## src/sv/arpc_pkg.sv

```systemverilog
// Package for the ARP cache and responder.
// Holds sizes, protocol codes, item structs and the controller/datapath link types.
// No dependencies.
package arpc_pkg;

  localparam int unsigned Entries   = 8;
  localparam int unsigned StampBits = 32;
  localparam int unsigned TickBits  = (StampBits < 32) ? StampBits : 32;
  localparam int unsigned IdxBits   = $clog2(Entries);

  localparam logic [15:0] HwEthernet = 16'h0001;
  localparam logic [15:0] ProtoIpv4  = 16'h0800;
  localparam logic [15:0] OpRequest  = 16'd1;
  localparam logic [15:0] OpReply    = 16'd2;

  localparam logic [1:0]  OutOpNone    = 2'd0;
  localparam logic [1:0]  OutOpRequest = 2'd1;
  localparam logic [1:0]  OutOpReply   = 2'd2;

  localparam logic [47:0] MacBroadcast = 48'hFFFF_FFFF_FFFF;

  typedef enum logic [1:0] {
    CmdArp     = 2'd0,
    CmdResolve = 2'd1,
    CmdTick    = 2'd2
  } cmd_e;

  typedef enum logic [1:0] {
    KindHit     = 2'd0,
    KindReply   = 2'd1,
    KindRequest = 2'd2
  } kind_e;

  typedef enum logic {
    RegOwnIp  = 1'b0,
    RegOwnMac = 1'b1
  } reg_e;

  typedef struct packed {
    logic [1:0]  cmd;
    logic [15:0] hw_type;
    logic [15:0] proto_type;
    logic [15:0] opcode;
    logic [47:0] sender_mac;
    logic [31:0] sender_ip;
    logic [31:0] tgt_ip;
  } in_item_t;

  typedef struct packed {
    logic [1:0]  kind;
    logic [47:0] resolved_mac;
    logic [47:0] dest_mac;
    logic [1:0]  out_opcode;
    logic [31:0] out_sender_ip;
    logic [47:0] out_target_mac;
    logic [31:0] out_tgt_ip;
  } out_item_t;

  typedef struct packed {
    logic item_load;
    logic scan_clear;
    logic scan_issue;
    logic entry_write;
    logic tick;
    logic out_load;
  } dp_cmd_t;

  typedef struct packed {
    logic is_reply_pkt;
    logic is_req_hit;
    logic is_resolve;
    logic is_tick;
    logic scan_last;
    logic out_free;
  } dp_sts_t;

endpackage

```

## src/sv/arpc_ctrl.sv

```systemverilog
// Controller of the ARP cache and responder: sequences decode, cache scan,
// cache update and result load. Depends on arpc_pkg.
module arpc_ctrl import arpc_pkg::*; (
  input  logic    clk_i,
  input  logic    rst_ni,
  input  logic    in_valid_i,
  output logic    in_ready_o,
  input  dp_sts_t sts_i,
  output dp_cmd_t cmd_o
);

  typedef enum logic [5:0] {
    StIdle   = 6'b000001,
    StDecode = 6'b000010,
    StScan   = 6'b000100,
    StFinish = 6'b001000,
    StUpdate = 6'b010000,
    StEmit   = 6'b100000
  } state_e;

  state_e state_q, state_d;

  always_comb begin
    state_d    = state_q;
    cmd_o      = '0;
    in_ready_o = 1'b0;
    unique case (state_q)
      StIdle: begin
        in_ready_o = 1'b1;
        if (in_valid_i) begin
          cmd_o.item_load = 1'b1;
          state_d         = StDecode;
        end
      end
      StDecode: begin
        if (sts_i.is_reply_pkt || sts_i.is_resolve) begin
          cmd_o.scan_clear = 1'b1;
          state_d          = StScan;
        end else if (sts_i.is_req_hit) begin
          state_d = StEmit;
        end else begin
          cmd_o.tick = sts_i.is_tick;
          state_d    = StIdle;
        end
      end
      StScan: begin
        cmd_o.scan_issue = 1'b1;
        if (sts_i.scan_last) begin
          state_d = StFinish;
        end
      end
      // last entry is compared during this cycle
      StFinish: begin
        state_d = sts_i.is_resolve ? StEmit : StUpdate;
      end
      StUpdate: begin
        cmd_o.entry_write = 1'b1;
        state_d           = StIdle;
      end
      StEmit: begin
        if (sts_i.out_free) begin
          cmd_o.out_load = 1'b1;
          state_d        = StIdle;
        end
      end
      default: begin
        state_d = StIdle;
      end
    endcase
  end

  always_ff @(posedge clk_i or negedge rst_ni) begin
    if (!rst_ni) begin
      state_q <= StIdle;
    end else begin
      state_q <= state_d;
    end
  end

endmodule

```

## src/sv/arpc_dp.sv

```systemverilog
// Datapath of the ARP cache and responder: item and configuration registers,
// cache storage, scan accumulators, tick counter and output register. Depends on arpc_pkg.
module arpc_dp import arpc_pkg::*; (
  input  logic        clk_i,
  input  logic        rst_ni,
  input  in_item_t    in_data_i,
  input  logic        cfg_write_i,
  input  logic        cfg_index_i,
  input  logic [47:0] cfg_data_i,
  input  dp_cmd_t     cmd_i,
  output dp_sts_t     sts_o,
  output logic        out_valid_o,
  input  logic        out_ready_i,
  output out_item_t   out_data_o
);

  in_item_t            item_q;
  logic [31:0]         own_ip_q;
  logic [TickBits-1:0] tick_q;

  // cache storage
  logic [Entries-1:0]  valid_q;
  logic [31:0]         ip_mem    [Entries];
  logic [47:0]         mac_mem   [Entries];
  logic [TickBits-1:0] stamp_mem [Entries];

  // scan read stage
  logic [IdxBits-1:0]  rd_idx_q;
  logic [IdxBits-1:0]  cmp_idx_q;
  logic                rd_vld_q;
  logic                rd_valid_q;
  logic [31:0]         rd_ip_q;
  logic [47:0]         rd_mac_q;
  logic [TickBits-1:0] rd_stamp_q;

  // scan accumulators
  logic                hit_q;
  logic [IdxBits-1:0]  hit_idx_q;
  logic [47:0]         hit_mac_q;
  logic                free_q;
  logic [IdxBits-1:0]  free_idx_q;
  logic [IdxBits-1:0]  old_idx_q;
  logic [TickBits-1:0] old_stamp_q;

  logic                out_valid_q;
  out_item_t           out_q, out_d;

  logic                types_ok;
  logic [31:0]         key_ip;
  logic [IdxBits-1:0]  wr_idx;

  assign types_ok = (item_q.cmd == CmdArp) && (item_q.hw_type == HwEthernet)
                    && (item_q.proto_type == ProtoIpv4);
  assign key_ip   = (item_q.cmd == CmdResolve) ? item_q.tgt_ip : item_q.sender_ip;
  assign wr_idx   = hit_q ? hit_idx_q : (free_q ? free_idx_q : old_idx_q);

  assign sts_o.is_reply_pkt = types_ok && (item_q.opcode == OpReply);
  assign sts_o.is_req_hit   = types_ok && (item_q.opcode == OpRequest) && (own_ip_q != '0)
                              && (item_q.tgt_ip == own_ip_q);
  assign sts_o.is_resolve   = (item_q.cmd == CmdResolve);
  assign sts_o.is_tick      = (item_q.cmd == CmdTick);
  assign sts_o.scan_last    = (rd_idx_q == IdxBits'(Entries - 1));
  assign sts_o.out_free     = !out_valid_q || out_ready_i;

  // own MAC is not stored here: writes to it change nothing, and it is not part of the result item
  always_ff @(posedge clk_i or negedge rst_ni) begin
    if (!rst_ni) begin
      own_ip_q <= '0;
    end else if (cfg_write_i && (cfg_index_i == RegOwnIp)) begin
      own_ip_q <= cfg_data_i[31:0];
    end
  end

  always_ff @(posedge clk_i) begin
    if (cmd_i.item_load) begin
      item_q <= in_data_i;
    end
  end

  // saturate at all ones
  always_ff @(posedge clk_i or negedge rst_ni) begin
    if (!rst_ni) begin
      tick_q <= '0;
    end else if (cmd_i.tick && (tick_q != '1)) begin
      tick_q <= tick_q + TickBits'(1);
    end
  end

  always_ff @(posedge clk_i or negedge rst_ni) begin
    if (!rst_ni) begin
      valid_q <= '0;
    end else if (cmd_i.entry_write) begin
      valid_q[wr_idx] <= 1'b1;
    end
  end

  always_ff @(posedge clk_i) begin
    if (cmd_i.entry_write) begin
      ip_mem[wr_idx]    <= item_q.sender_ip;
      mac_mem[wr_idx]   <= item_q.sender_mac;
      stamp_mem[wr_idx] <= tick_q;
    end
    if (cmd_i.scan_issue) begin
      rd_ip_q    <= ip_mem[rd_idx_q];
      rd_mac_q   <= mac_mem[rd_idx_q];
      rd_stamp_q <= stamp_mem[rd_idx_q];
      rd_valid_q <= valid_q[rd_idx_q];
      cmp_idx_q  <= rd_idx_q;
    end
  end

  always_ff @(posedge clk_i or negedge rst_ni) begin
    if (!rst_ni) begin
      rd_idx_q <= '0;
      rd_vld_q <= 1'b0;
      hit_q    <= 1'b0;
      free_q   <= 1'b0;
    end else begin
      rd_vld_q <= cmd_i.scan_issue;
      if (cmd_i.scan_clear) begin
        rd_idx_q <= '0;
        hit_q    <= 1'b0;
        free_q   <= 1'b0;
      end else begin
        if (cmd_i.scan_issue) begin
          rd_idx_q <= rd_idx_q + IdxBits'(1);
        end
        if (rd_vld_q) begin
          // keep the lowest matching index
          if (rd_valid_q && (rd_ip_q == key_ip) && !hit_q) begin
            hit_q <= 1'b1;
          end
          if (!rd_valid_q && !free_q) begin
            free_q <= 1'b1;
          end
        end
      end
    end
  end

  always_ff @(posedge clk_i) begin
    if (rd_vld_q && !cmd_i.scan_clear) begin
      if (rd_valid_q && (rd_ip_q == key_ip) && !hit_q) begin
        hit_idx_q <= cmp_idx_q;
        hit_mac_q <= rd_mac_q;
      end
      if (!rd_valid_q && !free_q) begin
        free_idx_q <= cmp_idx_q;
      end
      // strict compare keeps the lowest index on equal stamps
      if ((cmp_idx_q == '0) || (rd_stamp_q < old_stamp_q)) begin
        old_idx_q   <= cmp_idx_q;
        old_stamp_q <= rd_stamp_q;
      end
    end
  end

  always_comb begin
    out_d = '0;
    if (item_q.cmd == CmdResolve) begin
      if (hit_q) begin
        out_d.kind         = KindHit;
        out_d.resolved_mac = hit_mac_q;
      end else begin
        out_d.kind          = KindRequest;
        out_d.dest_mac      = MacBroadcast;
        out_d.out_opcode    = OutOpRequest;
        out_d.out_sender_ip = own_ip_q;
        out_d.out_tgt_ip    = item_q.tgt_ip;
      end
    end else begin
      out_d.kind           = KindReply;
      out_d.dest_mac       = item_q.sender_mac;
      out_d.out_opcode     = OutOpReply;
      out_d.out_sender_ip  = own_ip_q;
      out_d.out_target_mac = item_q.sender_mac;
      out_d.out_tgt_ip     = item_q.sender_ip;
    end
  end

  always_ff @(posedge clk_i or negedge rst_ni) begin
    if (!rst_ni) begin
      out_valid_q <= 1'b0;
    end else if (cmd_i.out_load) begin
      out_valid_q <= 1'b1;
    end else if (out_ready_i) begin
      out_valid_q <= 1'b0;
    end
  end

  always_ff @(posedge clk_i) begin
    if (cmd_i.out_load) begin
      out_q <= out_d;
    end
  end

  assign out_valid_o = out_valid_q;
  assign out_data_o  = out_q;

endmodule

```

## src/sv/arp_cache_responder_top.sv

```systemverilog
// ARP cache and responder, top level. An item is a received ARP packet, a resolve
// lookup or a tick. Ticks and dropped packets pass through decode only; a matching
// request goes to the emit state, which waits for a free output register; replies
// and resolves scan the cache one entry per cycle through its registered read port,
// then replies update the cache and resolves emit. The output register lets a new
// item be accepted while a result still waits. Configuration writes are always ready.
// Depends on arpc_pkg, arpc_ctrl and arpc_dp.
module arp_cache_responder_top import arpc_pkg::*; (
  input  logic        clk_i,
  input  logic        rst_ni,
  input  logic        in_valid_i,
  output logic        in_ready_o,
  input  in_item_t    in_data_i,
  output logic        out_valid_o,
  input  logic        out_ready_i,
  output out_item_t   out_data_o,
  input  logic        cfg_valid_i,
  output logic        cfg_ready_o,
  input  logic        cfg_index_i,
  input  logic [47:0] cfg_data_i
);

  dp_cmd_t dp_cmd;
  dp_sts_t dp_sts;

  assign cfg_ready_o = 1'b1;

  arpc_ctrl u_ctrl (
    .clk_i      (clk_i),
    .rst_ni     (rst_ni),
    .in_valid_i (in_valid_i),
    .in_ready_o (in_ready_o),
    .sts_i      (dp_sts),
    .cmd_o      (dp_cmd)
  );

  arpc_dp u_dp (
    .clk_i       (clk_i),
    .rst_ni      (rst_ni),
    .in_data_i   (in_data_i),
    .cfg_write_i (cfg_valid_i),
    .cfg_index_i (cfg_index_i),
    .cfg_data_i  (cfg_data_i),
    .cmd_i       (dp_cmd),
    .sts_o       (dp_sts),
    .out_valid_o (out_valid_o),
    .out_ready_i (out_ready_i),
    .out_data_o  (out_data_o)
  );

endmodule
```

## config.mk

```make
export PLATFORM = sky130hd
export DESIGN_NAME = arp_cache_responder_top
export DESIGN_NICKNAME = d
export VERILOG_FILES = /design/src/sv/arpc_pkg.sv /design/src/sv/arpc_ctrl.sv /design/src/sv/arpc_dp.sv /design/src/sv/arp_cache_responder_top.sv
export SDC_FILE = /design/constraint.sdc
export NUM_CORES = 1
export LEC_CHECK = 0
export BUFFER_PORTS_ARGS = -buffer_cell sky130_fd_sc_hd__buf_2
export CORE_UTILIZATION = 53
export DETAILED_ROUTE_END_ITERATION = 10
export PLACE_DENSITY = 0.72
export SYNTH_ARGS = -nofsm -noshare
export SYNTH_HDL_FRONTEND = slang
export SYNTH_SLANG_ARGS = --single-unit
```

## constraint.sdc

```tcl
create_clock -name clk_i -period 19.46 [get_ports clk_i]
set_input_delay 0.973 -clock clk_i [delete_from_list [all_inputs] [get_ports clk_i]]
set_output_delay 0.973 -clock clk_i [all_outputs]
set_load 0.05 [all_outputs]
```

======== After elaboration in Yosys (flattened, before gate mapping) ========
Memory sizes are Yosys's and may differ from the RTL's. A register that Yosys moved wholly into a read port is not among the register bits.
Cells that the tools add are included.
storage, ports and cells
  bits of input ports ..................... 216
  memories kept ........................... 3
  RAM bits ................................ 896
  logic and storage cells ................. 139
  register bits ........................... 552
  output and inout port bits .............. 215
operators by class
  reductions and logical operators ........ 36
  equality and inequality tests ........... 19
  $lt $le $gt $ge ......................... 4
  multiplexer cells ....................... 43
  add/subtract/negate cells ............... 2
  bitwise operators ....................... 2
memories
  name            depth  width  rd ports  clocked after memory_dff  wr ports  RTL line       text
  u_dp.mac_mem    8      48     1         1                         1         arpc_dp.sv:24  logic [47:0] mac_mem [Entries];
  u_dp.ip_mem     8      32     1         1                         1         arpc_dp.sv:23  logic [31:0] ip_mem [Entries];
  u_dp.stamp_mem  8      32     1         1                         1         arpc_dp.sv:25  logic [TickBits-1:0] stamp_mem [Entries];
operator list
  kind                                                                          number
  82-bit two-way mux                                                            2
  32-bit two-way mux                                                            3
  32-bit equality test                                                          2
  6-bit two-way mux                                                             6
  32-bit by 1-bit adder with 32-bit output, second input constant               1
  16-bit by 1-bit equality test with 1-bit output, second input constant        2
  32-bit less-than comparator                                                   1
  32-bit != test, second input constant                                         1
  32-bit nonzero test                                                           1
  6-bit one-hot mux with 5 select lines                                         1
  1-bit two-way mux                                                             24
  16-bit by 12-bit equality test with 1-bit output, second input constant       1
  16-bit by 2-bit equality test with 1-bit output, second input constant        1
  1-bit logical AND                                                             13
  3-bit two-way mux                                                             4
  2-bit AND reduction                                                           6
  2-bit nonzero test                                                            5
  3-bit by 4-bit less-than comparator with 1-bit output, second input constant  2
  8-bit bitwise OR                                                              1
  6-bit by 1-bit equality test with 1-bit output, second input constant         1
  6-bit by 2-bit equality test with 1-bit output, second input constant         1
  6-bit by 3-bit equality test with 1-bit output, second input constant         1
  6-bit by 4-bit equality test with 1-bit output, second input constant         1
  6-bit by 5-bit equality test with 1-bit output, second input constant         1
  16 further kinds                                                              24

======== Logic depth before layout (Yosys ltp) ========
  word-level depth ........................ 10
  gate-level depth with buffers ........... 9
  depth with buffers taken out ............ 8

======== Modules after synthesis ========
From an unflattened synthesis, not the netlist that was laid out.
second synthesis, totals
  cells, all modules ...................... 2758
  area, all modules ....................... 58324.7 µm²
by module, submodules not included
  module                   cells each  times used  sequential area each (µm²)  area an instance (µm²)
  arpc_dp                  2714        1           46209.3                     57933.1
  arpc_ctrl                42          1           151.4                       380.4
  arp_cache_responder_top  2           1           0.0                         11.3

======== Worst setup path after synthesis ========
Ideal clock, no wire load.
  path type ............................... input to register
  start point ............................. input out_ready_i
  end point ............................... register u_dp.out_q, in the netlist u_dp.out_data_o[0], enable pin
  setup slack ............................. 7507 ps
  setup time .............................. 851 ps
  data arrival time ....................... 11102 ps
  data required time ...................... 18609 ps
  cell stages on the path ................. 2
  buffers on the path ..................... 0
  path through ............................ inv_1 a21oi_1
RTL lines
  item                  RTL line                       text
  from (decl)           arp_cache_responder_top.sv:15  input logic out_ready_i,
  to (signal assigned)  arpc_dp.sv:193                 out_q <= out_d;
  to (decl)             arpc_dp.sv:46                  out_item_t out_q, out_d;

======== Final worst setup path ========
  start point ............................. register u_dp.item_q[160] (netlist bit)
  end point ............................... register u_dp.hit_mac_q[16], enable pin
on the way
  longest elaborated chain between the ends .. 10
  elaborated cells between the ends (all ways) .. 15
  those cells by class .................... eq/ne (2); mux (3); reduce/logical (10)
RTL lines
  item                                                        RTL line        text
  from (decl)                                                 arpc_dp.sv:17   in_item_t item_q;
  from (signal assigned)                                      arpc_dp.sv:76   item_q <= in_data_i;
  branches (longest 9 deep; another with 32-bit two-way mux)  --
  2-bit AND reduction (no line) *                             --
  to (signal assigned)                                        arpc_dp.sv:145  hit_mac_q <= rd_mac_q;
  to (decl)                                                   arpc_dp.sv:39   logic [47:0] hit_mac_q;
Every way passes the cells marked *.
A chain may end at the register's enable or synchronous reset.

==> metrics <==
synth warn=0; GPL Wtd Cong=0.880; clock tree buffer depth=3; CTS tree=done; Comb pwr share=0.086; Post-synth top flop=edfxtp_1; Reg power frac=0.536; Max Transition Viols Final=0; Final Hold Viols=0; FFs w/ async S/R, synth=0.0546; cell count after synthesis=around 2,800; Worst Path Arrival=slightly below 5 ns; DIE AREA=~0.11 mm^2; Net Count, Synth=~3,100; FF-to-FF End=u_dp.hit_mac_q[16]; layout cells sized above 1=0.326; Hold Buf Count CTS=0; Clk pwr share=0.378; RSZ-0062 raised after global routing=no; Die Width=334 um; fin area=0.0673 mm^2; synth top area cells=edfxtp_1, mux4_2, dfrtp_1, mux2_2, xor2_1; Syn-to-layout area delta=15.0%; Worst setup startpoint=u_dp.item_q[160]; Initial Utilization=0.536; Final ANT Viol Nets=0; 1st-iter DRT viols=2,854; Post-synth EDFFs=~1,500; clk root buf=clkbuf_16; dpl cell area=0.0624 mm^2; Worst-Margin Slew=1.20 ns; CTS HTree Levels=4; final setup margin=between 10 and 15 ns; Crit Path Class=reg -> reg; R2R cell count=9; HP Class=in -> async; DP HPWL=73,900 um; Seq/Total Area, Yosys=0.793; drt wl/cell=26.0 um; Worst setup SP type=flop; Rows=121; Cell Int Power=between 5 and 6 mW; Final Core Density=0.616; DRC errors left=0; Nets=3,559; Leakage=22.6 nW; clk slew on worst S/H paths=roughly 0.060 ns; vias in the first global route=30,200; Buffers on Ports=~410; Post-Place Worst Slack=approximately 15 ns; Clock Sinks=between 1,500 and 2,000; peak supply drop=roughly 0.075 mV; total track usage=0.232; die height=334 um; CTS resizes=0; area leader, netlist=edfxtp_1; min Tclk post-route=4.57 ns; period utilization=0.235; cts bufs inserted=155; largest net degree at the start of global routing=103; initial antenna violation count=16; synthesized area per cell=slightly above 20 um^2; first-pass GRT wire length=190,000 um; switching share of total power=0.226; Synth Register Bits=1,558; Max-slew headroom=0.200; pwr/cell area=112 mW/mm^2; top-area cell type share of the netlist area=0.756; run status=completed; Core ar.=0.109 mm^2; dpl cells=4,628; crit end category=flop; drt via density=5.83; flop-to-flop setup slack=about 15 ns; Setup crit end=u_dp.hit_mac_q[16]; Layout Cells excl Fill=4,926; Setup Buffers After CTS=0; drt total wl=128,000 um; Crit path required time=19.82 ns; max frequency=0.219 GHz; Max-Cap Viols=0; Fin Setup TNS=0 ns; Synth Cell Area=around 0.058 mm^2; crit-path max FO=60; vias=28,700; Worst Clk Skew=~0.024 ns; endpoints failing setup=0; NetSw=about 1.7 mW; Cell variety after synth=67; reg2reg start=u_dp.item_q[160]; Fillers=roughly 7,500; IO Pins=431; Pre-antenna DRT Iters=5; total grt overflow=0; worst skew pair latency=0.76 ns
metal layers:
layer | GRT usage | wire [um]
met4 | 0.0849 | 3870
met1 | 0.314 | 52000
met5 | 0 | 54
met2 | 0.375 | 62500
met3 | 0.0462 | 9610
cell usage in the layout (no fill, tap or decap), types with 5 or more instances in the layout:
master         n
and4_1         5
clkinv_2      29
nand2b_1      10
nor4_1        37
o2111ai_1      6
ha_1          34
buf_2        412
xor2_1        63
xnor2_1       21
or2_2         58
nand3_1       21
clkinvlp_4     5
nor2_4         8
mux2i_1        7
nand2_1       78
clkinv_1      24
o31ai_1        7
a21o_1         8
a21oi_1       13
and2_1        82
o21ai_0       40
o21a_1         5
edfxtp_1    1473
o22ai_1        9
inv_6          8
inv_1         63
buf_4         32
clkbuf_1      47
diode_2       11
clkbuf_16    160
nand4_1       20
nor3_1        11
nor2_1        26
mux4_2       226
bufinv_16      9
dfrtp_1       80
and3_1        53
nor2b_1       20
mux2_2       145
worst max-delay path, stage by stage (launching register included):
cell	delay, ns
edfxtp_1	0.52
nor2b_4	0.20
inv_4	0.42
buf_4	0.64
mux2i_1	0.30
xor2_1	0.27
nand3_1	0.19
or4_1	0.62
nor3_2	0.18
buf_4	0.73
Yosys cell counts, types with 5 or more instances:
master,instances
nor4_1,38
a21oi_1,14
dfrtp_1,84
mux2i_1,7
o21ai_0,40
edfxtp_1,1473
a21o_1,8
nor2_1,34
mux4_2,226
nor2b_1,21
o22ai_1,9
nand2_1,78
o21a_1,5
ha_1,34
mux2_2,145
buf_1,32
and3_1,53
nand2b_1,10
nand3_1,21
or2_2,58
o31ai_1,7
nand4_1,20
clkbuf_1,68
o2111ai_1,6
and2_1,83
nor3_1,12
inv_1,65
xor2_1,63
xnor2_1,21
and4_1,5
area by class of cell:
class	count	area [um^2]	area share
inverters	66	253	0.00376
clock buffers	210	4220	0.0628
well taps	1476	1850	0.0275
clock inverters	77	638	0.00949
multi-input cells	1080	11500	0.171
flip-flops and latches	1558	46400	0.689
diodes	11	27.5	0.000409
repair buffers	448	2380	0.0354
per-stage QoR:
step,power (mW),hold slack (ns)
floorplan,4.54,0.400
global placement,4.73,0.405
detailed placement,4.76,0.405
CTS,7.60,0.0358
global route,7.78,0.0598
finish,7.55,0.0751
cells by family (layout without fill, tap and decap cells):
family                     count (synthesis)  in the layout  share of synthesized area
DFF                                     1558           1558                      0.793
and+or+nand+nor                          458            458                     0.0451
muxes                                    378            378                      0.116
buffers and inverters                    175            801                     0.0117
AOI/OAI and AO/OA                        125            125                     0.0144
xor gates and xnor gates                  84             84                     0.0126
adders and majority gates                 34             34                    0.00727
other                                      1             12                  0.0000641
flip-flops by register name (all words and copies together) (netlist names), 3 cells and up:
register,count
u_dp.cmp_idx_q,3
u_dp.item_q,162
u_dp.old_stamp_q,32
u_dp.old_idx_q,3
u_dp.rd_idx_q,3
u_dp.valid_q,8
u_ctrl.state_q,6
u_dp.rd_mac_q,48
u_dp.rd_stamp_q,32
u_dp.free_idx_q,3
u_dp.hit_idx_q,3
u_dp.rd_ip_q,32
u_dp.own_ip_q,32
u_dp.ip_mem,256
u_dp.stamp_mem,256
u_dp.tick_q,32
u_dp.out_data_o,210
u_dp.hit_mac_q,48
u_dp.mac_mem,384
worst min-delay path by stage:
stage,cells after the start,startpoint,endpoint,slack [ns]
2_1_floorplan,0,u_dp.rd_mac_q[0],u_dp.hit_mac_q[0],0.40
3_3_place_gp,0,u_dp.rd_mac_q[46],u_dp.hit_mac_q[46],0.40
3_5_place_dp,0,u_dp.rd_mac_q[17],u_dp.hit_mac_q[17],0.41
4_1_cts,1,rst_ni,u_dp.own_ip_q[19],0.04
5_1_grt,1,rst_ni,u_dp.own_ip_q[19],0.06
6_report,1,rst_ni,u_dp.own_ip_q[25],0.08
power groups by stage:
stage,sequential (mW),combinational [mW],clock (mW)
after floorplan,4.03,0.510,0
after global placement,4.09,0.634,0
after detailed placement,4.11,0.654,0
after CTS,4.04,0.660,2.90
after global routing,4.06,0.707,3.02
final,4.04,0.653,2.85
No activity file was read; power rests on OpenSTA's default activity.
